### config.mk
export PLATFORM = sky130hd
export DESIGN_NAME = psd_div
export DESIGN_NICKNAME = d
export VERILOG_FILES = /design/src/rtl/psd_pkg.sv /design/src/rtl/psd_div.sv
export SDC_FILE = /design/constraint.sdc
export NUM_CORES = 1
export LEC_CHECK = 0
export ABC_CLOCK_PERIOD_IN_PS = 2800
export CORE_MARGIN = 1.5
export CORE_UTILIZATION = 45
export CTS_CLUSTER_DIAMETER = 150
export DETAILED_ROUTE_END_ITERATION = 6
export DONT_BUFFER_PORTS = 1
export PLACE_DENSITY_LB_ADDON = 0.15
export SLEW_MARGIN = 20
export SYNTH_ARGS = -nofsm -noshare
export SYNTH_HDL_FRONTEND = slang
export SYNTH_SLANG_ARGS = --single-unit
### constraint.sdc
create_clock -name clk -period 2.8 [get_ports clk]
set_input_delay 0.14 -clock clk [delete_from_list [all_inputs] [get_ports clk]]
set_output_delay 0.14 -clock clk [all_outputs]
set_load 0.01 [all_outputs]
### src/rtl/psd_pkg.sv
`timescale 1ns / 1ps
`default_nettype none
// ----------------------------------------------------------------------------
// psd_pkg: shared constants for the polyline segment densifier
// Field widths and derived datapath widths.
// ----------------------------------------------------------------------------
package psd_pkg;
  localparam int COORD_BITS  = 24;
  localparam int STEP_BITS   = 23;
  localparam int MAX_INSERT  = 63;
  localparam int STEP_RESET  = 1280;
  localparam int MAG_W       = COORD_BITS;
  localparam int DIFF_W      = COORD_BITS + 1;
  localparam int SQ_W        = 2 * MAG_W + 2;
  localparam int ROOT_W      = SQ_W / 2;
  localparam int REM_W       = ROOT_W + 3;
  localparam int DIVD_W      = MAG_W + STEP_BITS;
  localparam int K_W         = $clog2(MAX_INSERT + 1);
  localparam int NUM_W       = STEP_BITS + K_W + 1;
  localparam int RCNT_W      = $clog2(ROOT_W + 1);
  localparam int DCNT_W      = $clog2(DIVD_W + 1);
endpackage
`default_nettype wire

### src/rtl/psd_div.sv
`timescale 1ns / 1ps
`default_nettype none
// ----------------------------------------------------------------------------
// psd_div: bit-serial restoring divider
// One quotient bit per cycle; quotient and remainder held after done.
// ----------------------------------------------------------------------------
module psd_div (
  input  wire logic                        clk,
  input  wire logic                        rst_n,
  input  wire logic                        start,
  input  wire logic [psd_pkg::DIVD_W-1:0]  dividend,
  input  wire logic [psd_pkg::ROOT_W-1:0]  divisor,
  output logic      [psd_pkg::MAG_W-1:0]   quot,
  output logic      [psd_pkg::ROOT_W-1:0]  rem,
  output logic                             done
);
  import psd_pkg::*;

  logic [DIVD_W-1:0] q_r, q_nxt;
  logic [ROOT_W:0]   r_r, r_nxt, r_sh;
  logic [DCNT_W-1:0] cnt_r;
  logic              busy_r, done_r;

  always_comb begin
    r_sh = {r_r[ROOT_W-1:0], q_r[DIVD_W-1]};
    if (r_sh >= {1'b0, divisor}) begin
      r_nxt = r_sh - {1'b0, divisor};
      q_nxt = {q_r[DIVD_W-2:0], 1'b1};
    end else begin
      r_nxt = r_sh;
      q_nxt = {q_r[DIVD_W-2:0], 1'b0};
    end
  end

  always_ff @(posedge clk) begin
    if (!rst_n) begin
      busy_r <= 1'b0;
      done_r <= 1'b0;
      cnt_r  <= '0;
    end else begin
      done_r <= 1'b0;
      if (start) begin
        busy_r <= 1'b1;
        cnt_r  <= DCNT_W'(DIVD_W);
      end else if (busy_r) begin
        cnt_r <= cnt_r - 1'b1;
        if (cnt_r == DCNT_W'(1)) begin
          busy_r <= 1'b0;
          done_r <= 1'b1;
        end
      end
    end
  end

  always_ff @(posedge clk) begin
    if (start) begin
      q_r <= dividend;
      r_r <= '0;
    end else if (busy_r) begin
      q_r <= q_nxt;
      r_r <= r_nxt;
    end
  end

  assign quot = q_r[MAG_W-1:0];
  assign rem  = r_r[ROOT_W-1:0];
  assign done = done_r;
endmodule
`default_nettype wire

==> impl_metrics.json <==
{
  "hold_viol": 0,
  "portBuffers": 0,
  "grt_antenna_before_repair": 1,
  "routedWlPerCell_um": 17.97,
  "outcome": "finished clean",
  "syn_avg_cell_area_um2": 10.37,
  "relSlewSlack": 0.5830,
  "dp_hpwl_um": 8431,
  "worstMarginPinSlew_ns": 0.6216,
  "slew_viol_final": 0,
  "ys_ff_latch": 80,
  "hold_end": "q_r[27]",
  "max_stage_delay_ns": 0.38,
  "io_pins": 125,
  "dr_total_vias": 3711,
  "ys_seq_area_frac": 0.4035,
  "clockBufferDepth": 2,
  "grt_pass1_vias": 3744,
  "die_area_mm2": 0.01206,
  "overflow": 0,
  "crit_path_end_kind": "flop",
  "post-route-period-util": 0.9931,
  "comb_power_share": 0.247,
  "p_seq_frac": 0.403,
  "drv_cap": 0,
  "p_sw_mw": 1.052,
  "dr.pass1.iters": 4,
  "yosysWarnings": 0,
  "most-common-layout-cells": "mux2_2, edfxtp_1, buf_4, nor2_1",
  "viasPerCell": 5.640,
  "drt_iter0_drc": 189,
  "crit_slowest_cell": "edfxtp_1",
  "synth-main-ff-cell": "edfxtp_1",
  "crit_family": "compound AO/OA/AOI/OAI gates",
  "vdd.ir_drop.worst_mv": 0.4197,
  "rows": 38,
  "yosysTopAreaCell": "edfxtp_1",
  "critical_path.reg2reg.startpoint": "q_r[46]",
  "swShare": 0.2887,
  "setup_violations": 0,
  "rsz0062_at_grt": "true",
  "cp_num_cells": 14,
  "grtUsageTotal": 0.1991,
  "synth_top_area_share": 0.2749,
  "syn_inst": 495,
  "drc_errors": 0,
  "reg2reg_slack_ns": 0.02,
  "final_antenna_net_count": 0,
  "period_minus_slack_ns": 2.781,
  "ys_top_cells_by_area": "edfxtp_1, dfxtp_1, mux2_2",
  "tns_ns": 0,
  "clk_pin_slew_ns": 0.06,
  "path_max_fanout": 5,
  "crit_type": "reg2reg",
  "cp-start-kind": "flop",
  "final_layout_size_suffix_gt1_frac": 0.2819,
  "hp-start": "dividend[27]",
  "die-width_um": 109.8,
  "p_clk_frac": 0.350,
  "intPower_mw": 2.593,
  "area_growth_pct": 13.94,
  "hp-class": "in2reg",
  "clock_latency_ns": 0.34,
  "synth_area_mm2": 0.005135,
  "critical_path_required_ns": 3.00,
  "core_mm2": 0.01098,
  "critPathArrivalTime_ns": 2.98,
  "ys_types": 61,
  "holdPathStages": 1,
  "routed_wl_um": 11830,
  "ctsRootBufferMaster": "clkbuf_16",
  "ys_async_sr_fraction": 0,
  "start_util": 0.4675,
  "gp_congestion": 0.8330,
  "cts.sinks": 80,
  "reg2reg_depth": 14,
  "finClkSkew_ns": 0.009207,
  "htree_levels": 3,
  "grt_max_degree": 55,
  "syn_nets": 598,
  "path_buf_inv": 4,
  "die_height_um": 109.8,
  "grt_first_pass_wirelength_um": 18380,
  "postPlaceCellArea_mm2": 0.005349,
  "antenna_cells": 0,
  "p_per_area_mw_per_mm2": 623.0,
  "nNetsFinal": 617,
  "total_leakage_power_nw": 2.444,
  "rr_endpoint": "r_r[6]",
  "crit_chain": "inv_2 > ha_4 > inv_2 > fa_2 > a211oi_2 > o21ai_2 > and4_4 > o31ai_4 > o31a_4 > o31ai_4 > buf_6 > buf_8 > mux2i_2 > a211oi_2",
  "clock.fmax_ghz": 0.3596,
  "cts_tree": "done",
  "synth_edf_count": 47,
  "numCtsBuffers": 9,
  "stdcell_area_mm2": 0.005851
}
==> synth_stat cells, types with 7 or more instances <==
| cell | number |
|---|---|
| dfxtp_1 | 33 |
| and3_1 | 10 |
| inv_1 | 36 |
| nor2_1 | 38 |
| mux2i_1 | 18 |
| buf_4 | 24 |
| edfxtp_1 | 47 |
| o21bai_1 | 7 |
| nand2_1 | 25 |
| a21oi_1 | 24 |
| a21o_1 | 14 |
| xnor2_1 | 16 |
| mux2_2 | 47 |
| clkbuf_1 | 13 |
| a211oi_1 | 14 |
| ha_1 | 27 |
| xor2_1 | 8 |
| nor3_1 | 11 |
==> registers in the layout (all words and copies together), names as in the netlist <==
name / count
cnt_r: 6
busy_r: 1
r_r: 25
q_r: 47
done: 1
==> metal layers <==
layer,up-vias,wire length (um),part of all wire,GRT usage
met4,0,144,0.012,0.05844
met1,1769,5269,0.45,0.2451
li1,1821,-,-,-
met3,11,882,0.075,0.07172
met2,110,5528,0.47,0.3270
met5,-,0,0,0
==> cells by family (layout without fill, tap and decap cells) <==
kind of cell,Yosys count,count (layout),synth area share
flip-flops,80,80,0.4035
AND/OR/NAND/NOR,115,115,0.1121
AO/OA/AOI/OAI,105,105,0.1545
adder cells (fa/ha/maj),28,28,0.06969
multiplexers,65,65,0.1382
XOR/XNOR,24,24,0.04094
buffers and inverters,78,101,0.08114
==> power groups by stage <==
stage                     clock network (mW)  logic (mW)  registers (mW)
after floorplan                            0       0.681            1.47
after global placement                     0       0.808            1.49
after detailed placement                   0       0.820            1.49
after CTS                               1.30       0.837            1.47
after global routing                    1.34       0.986            1.49
final                                   1.27       0.900            1.47
==> per-stage QoR <==
step	hold WS, ns	utilization	worst slack [ns]	total power, mW	cells
after floorplan	0.3486	-	0.03626	2.152	495
after detailed placement	0.2188	0.4870	-0.01755	2.314	633
after CTS	0.01140	0.5180	-0.007120	3.610	650
final	0.02052	0.5327	0.01924	3.645	658
after global placement	0.2212	0.4870	0.03793	2.302	633
after global routing	0.01212	0.5327	-0.1135	3.814	658
==> what timing repair did <==
action                     in CTS  in global routing
gates cloned                    0                  1
setup endpoints to repair       8                 25
buffers inserted                1                  8
hold buffers                    1                  0
pin swaps                       2                 27
hold endpoints to repair       24                  0
gates resized for setup         2                 28
==> final cells by class <==
cell class                      count  area (um2)
Clock buffer                        9       225.2
Clock inverter                      6       90.09
Fill cell                        1023        5132
Inverter                           36       135.1
Multi-Input combinational cell    337        2741
Sequential cell                    80        2072
Tap cell                          140       175.2
Timing Repair Buffer               50       411.6
==> how the worst max path moves through the flow <==
stage            start       to  slack, ns
2_1_floorplan  q_r[46]   q_r[0]       0.04
3_3_place_gp    r_r[3]  r_r[23]       0.04
3_5_place_dp   q_r[46]   r_r[3]      -0.02
4_1_cts        q_r[46]  r_r[21]     -0.007
5_1_grt        q_r[46]   r_r[4]      -0.11
6_report       q_r[46]   r_r[6]       0.02
No activity file was read; power rests on OpenSTA's default activity.
