--- src/rtl/psd_pkg.sv ---
`timescale 1ns / 1ps
`default_nettype none
// ----------------------------------------------------------------------------
// psd_pkg: shared constants for the polyline segment densifier
// Field widths and derived datapath widths.
// ----------------------------------------------------------------------------
package psd_pkg;
  localparam int COORD_BITS  = 24;
  localparam int STEP_BITS   = 23;
  localparam int MAX_INSERT  = 63;
  localparam int STEP_RESET  = 1280;
  localparam int MAG_W       = COORD_BITS;
  localparam int DIFF_W      = COORD_BITS + 1;
  localparam int SQ_W        = 2 * MAG_W + 2;
  localparam int ROOT_W      = SQ_W / 2;
  localparam int REM_W       = ROOT_W + 3;
  localparam int DIVD_W      = MAG_W + STEP_BITS;
  localparam int K_W         = $clog2(MAX_INSERT + 1);
  localparam int NUM_W       = STEP_BITS + K_W + 1;
  localparam int RCNT_W      = $clog2(ROOT_W + 1);
  localparam int DCNT_W      = $clog2(DIVD_W + 1);
endpackage
`default_nettype wire

--- src/rtl/psd_isqrt.sv ---
`timescale 1ns / 1ps
`default_nettype none
// ----------------------------------------------------------------------------
// psd_isqrt: bit-serial integer square root
// One root bit per cycle, two radicand bits shifted in each step.
// ----------------------------------------------------------------------------
module psd_isqrt (
  input  wire logic                      clk,
  input  wire logic                      rst_n,
  input  wire logic                      start,
  input  wire logic [psd_pkg::SQ_W-1:0]  radicand,
  output logic      [psd_pkg::ROOT_W-1:0] root,
  output logic                           rem_nz,
  output logic                           done
);
  import psd_pkg::*;

  logic [SQ_W-1:0]   rad_r,  rad_nxt;
  logic [ROOT_W-1:0] root_r, root_nxt;
  logic [REM_W-1:0]  rem_r,  rem_nxt;
  logic [RCNT_W-1:0] cnt_r;
  logic              busy_r, done_r;
  logic [REM_W-1:0]  rem_sh, test;

  always_comb begin
    rem_sh  = {rem_r[REM_W-3:0], rad_r[SQ_W-1 -: 2]};
    test    = REM_W'({root_r, 2'b01});
    rad_nxt = rad_r << 2;
    if (rem_sh >= test) begin
      rem_nxt  = rem_sh - test;
      root_nxt = {root_r[ROOT_W-2:0], 1'b1};
    end else begin
      rem_nxt  = rem_sh;
      root_nxt = {root_r[ROOT_W-2:0], 1'b0};
    end
  end

  always_ff @(posedge clk) begin
    if (!rst_n) begin
      busy_r <= 1'b0;
      done_r <= 1'b0;
      cnt_r  <= '0;
    end else begin
      done_r <= 1'b0;
      if (start) begin
        busy_r <= 1'b1;
        cnt_r  <= RCNT_W'(ROOT_W);
      end else if (busy_r) begin
        cnt_r <= cnt_r - 1'b1;
        if (cnt_r == RCNT_W'(1)) begin
          busy_r <= 1'b0;
          done_r <= 1'b1;
        end
      end
    end
  end

  always_ff @(posedge clk) begin
    if (start) begin
      rad_r  <= radicand;
      root_r <= '0;
      rem_r  <= '0;
    end else if (busy_r) begin
      rad_r  <= rad_nxt;
      root_r <= root_nxt;
      rem_r  <= rem_nxt;
    end
  end

  assign root   = root_r;
  assign rem_nz = (rem_r != '0);
  assign done   = done_r;
endmodule
`default_nettype wire

--- config.mk ---
export PLATFORM = sky130hd
export DESIGN_NAME = psd_isqrt
export DESIGN_NICKNAME = d
export VERILOG_FILES = /design/src/rtl/psd_pkg.sv /design/src/rtl/psd_isqrt.sv
export SDC_FILE = /design/constraint.sdc
export NUM_CORES = 1
export LEC_CHECK = 0
export BUFFER_PORTS_ARGS = -buffer_cell sky130_fd_sc_hd__buf_2
export CORE_ASPECT_RATIO = 0.5
export CORE_MARGIN = 2
export CORE_UTILIZATION = 25
export DETAILED_ROUTE_END_ITERATION = 12
export GPL_TIMING_DRIVEN = 0
export PLACE_DENSITY = 0.46
export SYNTH_ARGS = -nofsm -noshare
export SYNTH_HDL_FRONTEND = slang
export SYNTH_SLANG_ARGS = --single-unit
--- constraint.sdc ---
create_clock -name clk -period 8 [get_ports clk]
set_input_delay 2.4 -clock clk [delete_from_list [all_inputs] [get_ports clk]]
set_output_delay 2.4 -clock clk [all_outputs]
set_load 0.02 [all_outputs]
==> flow_metrics.tcl, run 1 <==
set metrics [dict create \
    outcome "complete, no violations" \
    die-area_sq_um 27300 \
    gp_congestion 0.787 \
    placed_cell_area_sq_um 7330 \
    final_nets 829 \
    p_leak_nw 3.04 \
    critPathLaunchType "flip-flop" \
    cp-end-kind "output port" \
    yosysWarnings 0 \
    drc 0 \
    rsz0062_at_grt "no" \
    start_util 0.256 \
    cts_tree "built" \
    area_delta_synth_final_pct 17.2 \
    viasPerCell 4.65 \
    ys_seq_area_frac 0.417 \
    coreArea_sq_um 25300 \
    cts_max_level 3 \
    ys_types 79 \
    hold_path_depth 2 \
    grt_pass1_wl_um 27400 \
    period_needed_ns 4.11 \
    r2r.worst_path.cells 11 \
    dpl.hpwl_um 12800 \
    cts_sinks 110 \
    ir_worst_vdd_mv 0.163 \
    dp.cells 1080 \
    post-cts-setup-buffers 0 \
    layout_commonest_cell "buf_2" \
    postRouteAntennaNets 0 \
    routed_wl_um 17100 \
    worstMarginPinSlew_ns 0.873 \
    grt_pass1_vias 5033 \
    crit_path_max_fanout 4 \
    hold_viol_final 0 \
    synthFlopType "dfxtp_1" \
    synth-async-reset-ratio 0 \
    slew_headroom 0.418 \
    cts_buffers 9 \
    fin_setup_tns_ns 0 \
    num_antenna_cells 0 \
    synth.net_count 738 \
    timing.final.crit_share 0.514 \
    postCtsResizedCells 0 \
    fmax_mhz 243 \
    cts_hold_buffers 0 \
    globalRouteOverflowTotal 0 \
    grt_max_degree 40 \
    synth_cells 656 \
    die_x_um 232 \
    drt_iter0_drc 309 \
    fp-row-count 41 \
    critical_path_class "reg -> out" \
    drtPass1Iterations 4 \
    cts.clk_slew.worst_paths_ns 0.08 \
    gr-usage-all-layers 0.128 \
    powerDensity_nw_per_um2 354 \
    io_buffers 79 \
    cp.arrival_ns 1.71 \
    layout_common_cells "buf_2 (81), nor2_1 (71), dfxtp_1 (60), nand2_1 (56)" \
    skew_ns 0.0147 \
    synth_edf_count 50 \
    clock_latency_ns 0.37 \
    synth_seq_cells 110 \
    finalSetupViolCount 0 \
    layoutNonFillerInstCount 1096 \
    synth.cell_area_sq_um 6490 \
    wire_per_inst_um 15.6 \
    regArea_sq_um 2700 \
    vias 5098 \
    cp.required_ns 5.60 \
    fin_area_sq_um 7610 \
    antenna_found_initial 0 \
    multi_input_area_sq_um 3270 \
    synth_area_per_cell_sq_um 9.89 \
    cts.path.max_buffers 2 \
    die_h_um 118 \
    hp-class "reg -> reg" \
    fillers 2718 \
    drive_gt1_frac 0.273 \
    cts_root_buf "clkbuf_16" \
    max-cap-violations 0 \
    drv_slew 0 \
    io_pins 80 \
]
-- metal layers --
| layer | part of all wire | global-route usage |
|---|---|---|
| met1 | 0.48 | 0.170 |
| met2 | 0.45 | 0.202 |
| met3 | 0.048 | 0.0349 |
| met4 | 0.018 | 0.0409 |
| met5 | 0 | 0 |
-- report_power, final --
part           switching [mW]  total, mW  internal (mW)
registers              0.0672      0.736          0.669
logic                   0.885       1.52          0.631
clock network           0.229      0.443          0.214
total                    1.18       2.69           1.51
-- synthesized netlist by cell type (all sizes together) (4+ instances only) --
cell	instances	area share
nand2	56	0.032
xnor2	9	0.012
nor2	72	0.043
nor3	14	0.011
edfxtp	50	0.23
a311oi	17	0.024
inv	36	0.021
a21o	9	0.011
nor4	12	0.012
a21oi	23	0.019
xor2	11	0.015
or3	4	0.0039
clkbuf	19	0.016
o21ai	20	0.018
nand3	16	0.012
and2	5	0.0050
nand4	7	0.0067
ha	29	0.056
a211oi	4	0.0054
nand2b	8	0.0077
buf	37	0.043
o311ai	4	0.0054
mux2i	30	0.046
dfxtp	60	0.19
mux2	50	0.087
-- final timing paths --
check,from,endpoint,slack (ns)
setup / recovery,rem_r[20]$_SDFFE_PP0P_,rem_nz,3.89
hold / removal,rem_r[27]$_SDFFE_PP0P_,rem_r[27]$_SDFFE_PP0P_,0.47
setup reg to reg,root[14]$_SDFFE_PP0P_,rem_r[18]$_SDFFE_PP0P_,4.51
hold reg to reg,rem_r[27]$_SDFFE_PP0P_,rem_r[27]$_SDFFE_PP0P_,0.47
-- worst max-delay path, cell delays in order, from the launching register on --
cell     delay [ns]
dfxtp_1        0.40
nor4_1         0.33
and4_1         0.29
nand4_1        0.12
buf_2          0.21
-- cells by family after synthesis --
group / synth area share
AO/OA/AOI/OAI: 0.134
buffers and inverters: 0.0796
multiplexers: 0.133
flip-flops: 0.417
adder cells (fa/ha/maj): 0.0559
XOR/XNOR: 0.0270
AND/OR/NAND/NOR: 0.154
-- layout make-up --
cell class	instances	area share
Buffer	56	0.0502
Clock buffer	10	0.0301
Clock inverter	6	0.00559
Inverter	36	0.0178
Multi-Input combinational cell	454	0.430
Sequential cell	110	0.355
Tap cell	344	0.0566
Timing Repair Buffer	80	0.0546
-- through the flow --
stage	hold slack, ns	util	power, mW	setup WS, ns
after floorplan	0.425	-	1.86	4.00
after global placement	0.469	0.289	2.25	3.25
after detailed placement	0.460	0.289	2.26	3.51
after CTS	0.477	0.300	2.72	3.82
after global routing	0.510	0.300	2.90	3.74
final	0.473	0.300	2.69	3.89
-- state kept, by name, summed over array words and instances, names as in the netlist --
register and cells:
root 25, rem_r 28, rad_r 50, done 1
cnt_r 5, busy_r 1
Note: power is estimated with default switching activity, not from simulation.
==> inputs of run 2 (changes only) <==
--- a/config.mk
+++ b/config.mk
@@ -11,7 +11,7 @@
 export CORE_UTILIZATION = 25
 export DETAILED_ROUTE_END_ITERATION = 12
 export GPL_TIMING_DRIVEN = 0
-export PLACE_DENSITY = 0.46
+export PLACE_DENSITY = 0.47
 export SYNTH_ARGS = -nofsm -noshare
 export SYNTH_HDL_FRONTEND = slang
 export SYNTH_SLANG_ARGS = --single-unit
==> constraint.sdc (replaced) <==
create_clock -name clk -period 3.4 [get_ports clk]
set_input_delay 1.02 -clock clk [delete_from_list [all_inputs] [get_ports clk]]
set_output_delay 1.02 -clock clk [all_outputs]
set_load 0.02 [all_outputs]
==> run 2 against run 1 <==
Against the previous run:
- critical path depth rose by 6
- sequential power is 140% higher
- core utilization rose by 0.28 points
- global-route usage is 0.15 points lower
- critical endpoint is now rem_r[17]$_SDFFE_PP0P_
- largest power group unchanged
- highest routed layer is now met5
==> flow_metrics.tcl, run 2 (synthesized netlist as in run 1, its figures left out) <==
set metrics [dict create \
    hold_start "rem_r[27]$_SDFFE_PP0P_" \
    hold_path_depth 2 \
    whs_ns 0.480 \
    fmax_mhz 311 \
    cp.required_ns 3.67 \
    drt_iter0_drc 205 \
    hold_viol_final 0 \
    layout_common_cells "buf_2 (80), nor2_1 (71), dfxtp_1 (60), nand2_1 (56)" \
    area_delta_synth_final_pct 18.3 \
    start_util 0.256 \
    max-cap-violations 0 \
    die_x_um 232 \
    fin_area_sq_um 7680 \
    die_h_um 118 \
    grt_pass1_vias 5050 \
    crit_path_top_delay_cell "a2111oi_1" \
    hp-class "reg -> reg" \
    cts.clk_slew.worst_paths_ns 0.08 \
    gr-usage-all-layers 0.127 \
    drc 0 \
    slew_headroom 0.424 \
    drv_slew 0 \
    cts_buffers 9 \
    gp_congestion 0.820 \
    critical_path_class "reg -> reg" \
    cts_max_level 3 \
    io_buffers 79 \
    dpl.hpwl_um 12700 \
    viasPerCell 4.65 \
    globalRouteOverflowTotal 0 \
    grt_max_degree 41 \
    cp-end-kind "flip-flop" \
    drtPass1Iterations 4 \
    antenna_found_initial 2 \
    cts_root_buf "clkbuf_16" \
    coreArea_sq_um 25300 \
    crit_path_max_fanout 5 \
    io_pins 80 \
    r2r.worst_path.cells 10 \
    reg2reg_from "root[1]$_SDFFE_PP0P_" \
    die-area_sq_um 27300 \
    finalSetupViolCount 0 \
    fp-row-count 41 \
    grt_pass1_wl_um 27000 \
    critPathLaunchType "flip-flop" \
    cts_sinks 110 \
    num_antenna_cells 0 \
    vias 5106 \
    cp.arrival_ns 3.49 \
    reg2reg_slack_ns 0.19 \
    worstMarginPinSlew_ns 0.863 \
    largest_reg_flops 50 \
    ir_worst_vdd_mv 0.553 \
    p_leak_nw 3.07 \
    drive_gt1_frac 0.277 \
    placed_cell_area_sq_um 7330 \
    top_register "rad_r" \
    layout_commonest_cell "buf_2" \
    cts_hold_buffers 0 \
    routed_wl_um 17000 \
    powerDensity_nw_per_um2 855 \
    final_nets 831 \
    r2r_end "rem_r[17]$_SDFFE_PP0P_" \
    outcome "complete, no violations" \
    timing.final.crit_share 0.945 \
    fillers 2737 \
    crit_chain "inv_1 > ha_1 > o21ai_1 > a22oi_1 > a311o_1 > a2111oi_1 > o31a_2 > xnor2_1 > nand2_1 > a311oi_1" \
    wire_per_inst_um 15.5 \
    period_needed_ns 3.21 \
    skew_ns 0.0131 \
    holdPathEnd "rem_r[27]$_SDFFE_PP0P_" \
    max_stage_delay_ns 0.72 \
    rsz0062_at_grt "no" \
    postRouteAntennaNets 0 \
    clock_latency_ns 0.37 \
    cts_tree "built" \
    cts.path.max_buffers 2 \
    fin_setup_tns_ns 0 \
]
run 2: worst max path at each step:
stage / cells past startpoint / start / slack [ns] / to
after floorplan: 10 / root[14]$_SDFFE_PP0P_ / 0.64 / rem_r[25]$_SDFFE_PP0P_
after detailed placement: 11 / root[14]$_SDFFE_PP0P_ / -0.22 / rem_r[15]$_SDFFE_PP0P_
after CTS: 11 / root[14]$_SDFFE_PP0P_ / 0.11 / rem_r[15]$_SDFFE_PP0P_
after global routing: 10 / root[0]$_SDFFE_PP0P_ / 0.005 / rem_r[17]$_SDFFE_PP0P_
final: 10 / root[1]$_SDFFE_PP0P_ / 0.19 / rem_r[17]$_SDFFE_PP0P_
after global placement: 11 / root[14]$_SDFFE_PP0P_ / -0.15 / rem_r[14]$_SDFFE_PP0P_
run 2: metrics by stage:
stage | power, mW | utilization | instances | setup WS [ns]
final | 6.57 | 0.303 | 1098 | 0.186
after global routing | 7.05 | 0.303 | 1098 | 0.00546
after CTS | 6.51 | 0.302 | 1096 | 0.110
after detailed placement | 5.32 | 0.289 | 1080 | -0.215
after global placement | 5.30 | 0.289 | 1079 | -0.153
after floorplan | 4.38 | - | 656 | 0.644
run 2: routing by layer:
metal | part of all wire | routed length (um) | vias to the layer above | global-route usage
met4 | 0.0092 | 156 | 4 | 0.0313
met3 | 0.040 | 675 | 15 | 0.0354
met2 | 0.46 | 7770 | 77 | 0.205
li1 | - | - | 2547 | -
met1 | 0.49 | 8340 | 2463 | 0.166
met5 | 0.0018 | 30 | - | 0
run 2: what timing repair did:
| item | 4_1_cts | 5_1_grt |
|---|---|---|
| gates cloned | 0 | 0 |
| gates resized for setup | 3 | 2 |
| pin swaps | 1 | 1 |
| setup endpoints to repair | 20 | 17 |
| buffers inserted | 0 | 2 |
run 2: area by class of cell:
class                           count  area [sq um]  share of cell area
Buffer                             56           384              0.0500
Timing Repair Buffer               82           430              0.0561
Multi-Input combinational cell    454          3300               0.430
Inverter                           36           135              0.0176
Sequential cell                   110          2700               0.352
Clock inverter                      5          63.8             0.00831
Tap cell                          344           430              0.0561
Clock buffer                       11           233              0.0303
run 2: critical path: cells and delay by family (launching register included):
family                     cells  cell delay (ns)
AOI/OAI and AO/OA              6             2.12
DFF                            1             0.37
adders and majority gates      1             0.36
xor gates and xnor gates       1             0.13
and+or+nand+nor                1             0.07
buffers and inverters          1             0.06
run 2: where the power goes:
| group | total (mW) | internal, mW | switching, mW |
|---|---|---|---|
| sequential | 1.73 | 1.57 | 0.160 |
| clock | 1.12 | 0.582 | 0.534 |
| combinational | 3.72 | 1.58 | 2.14 |
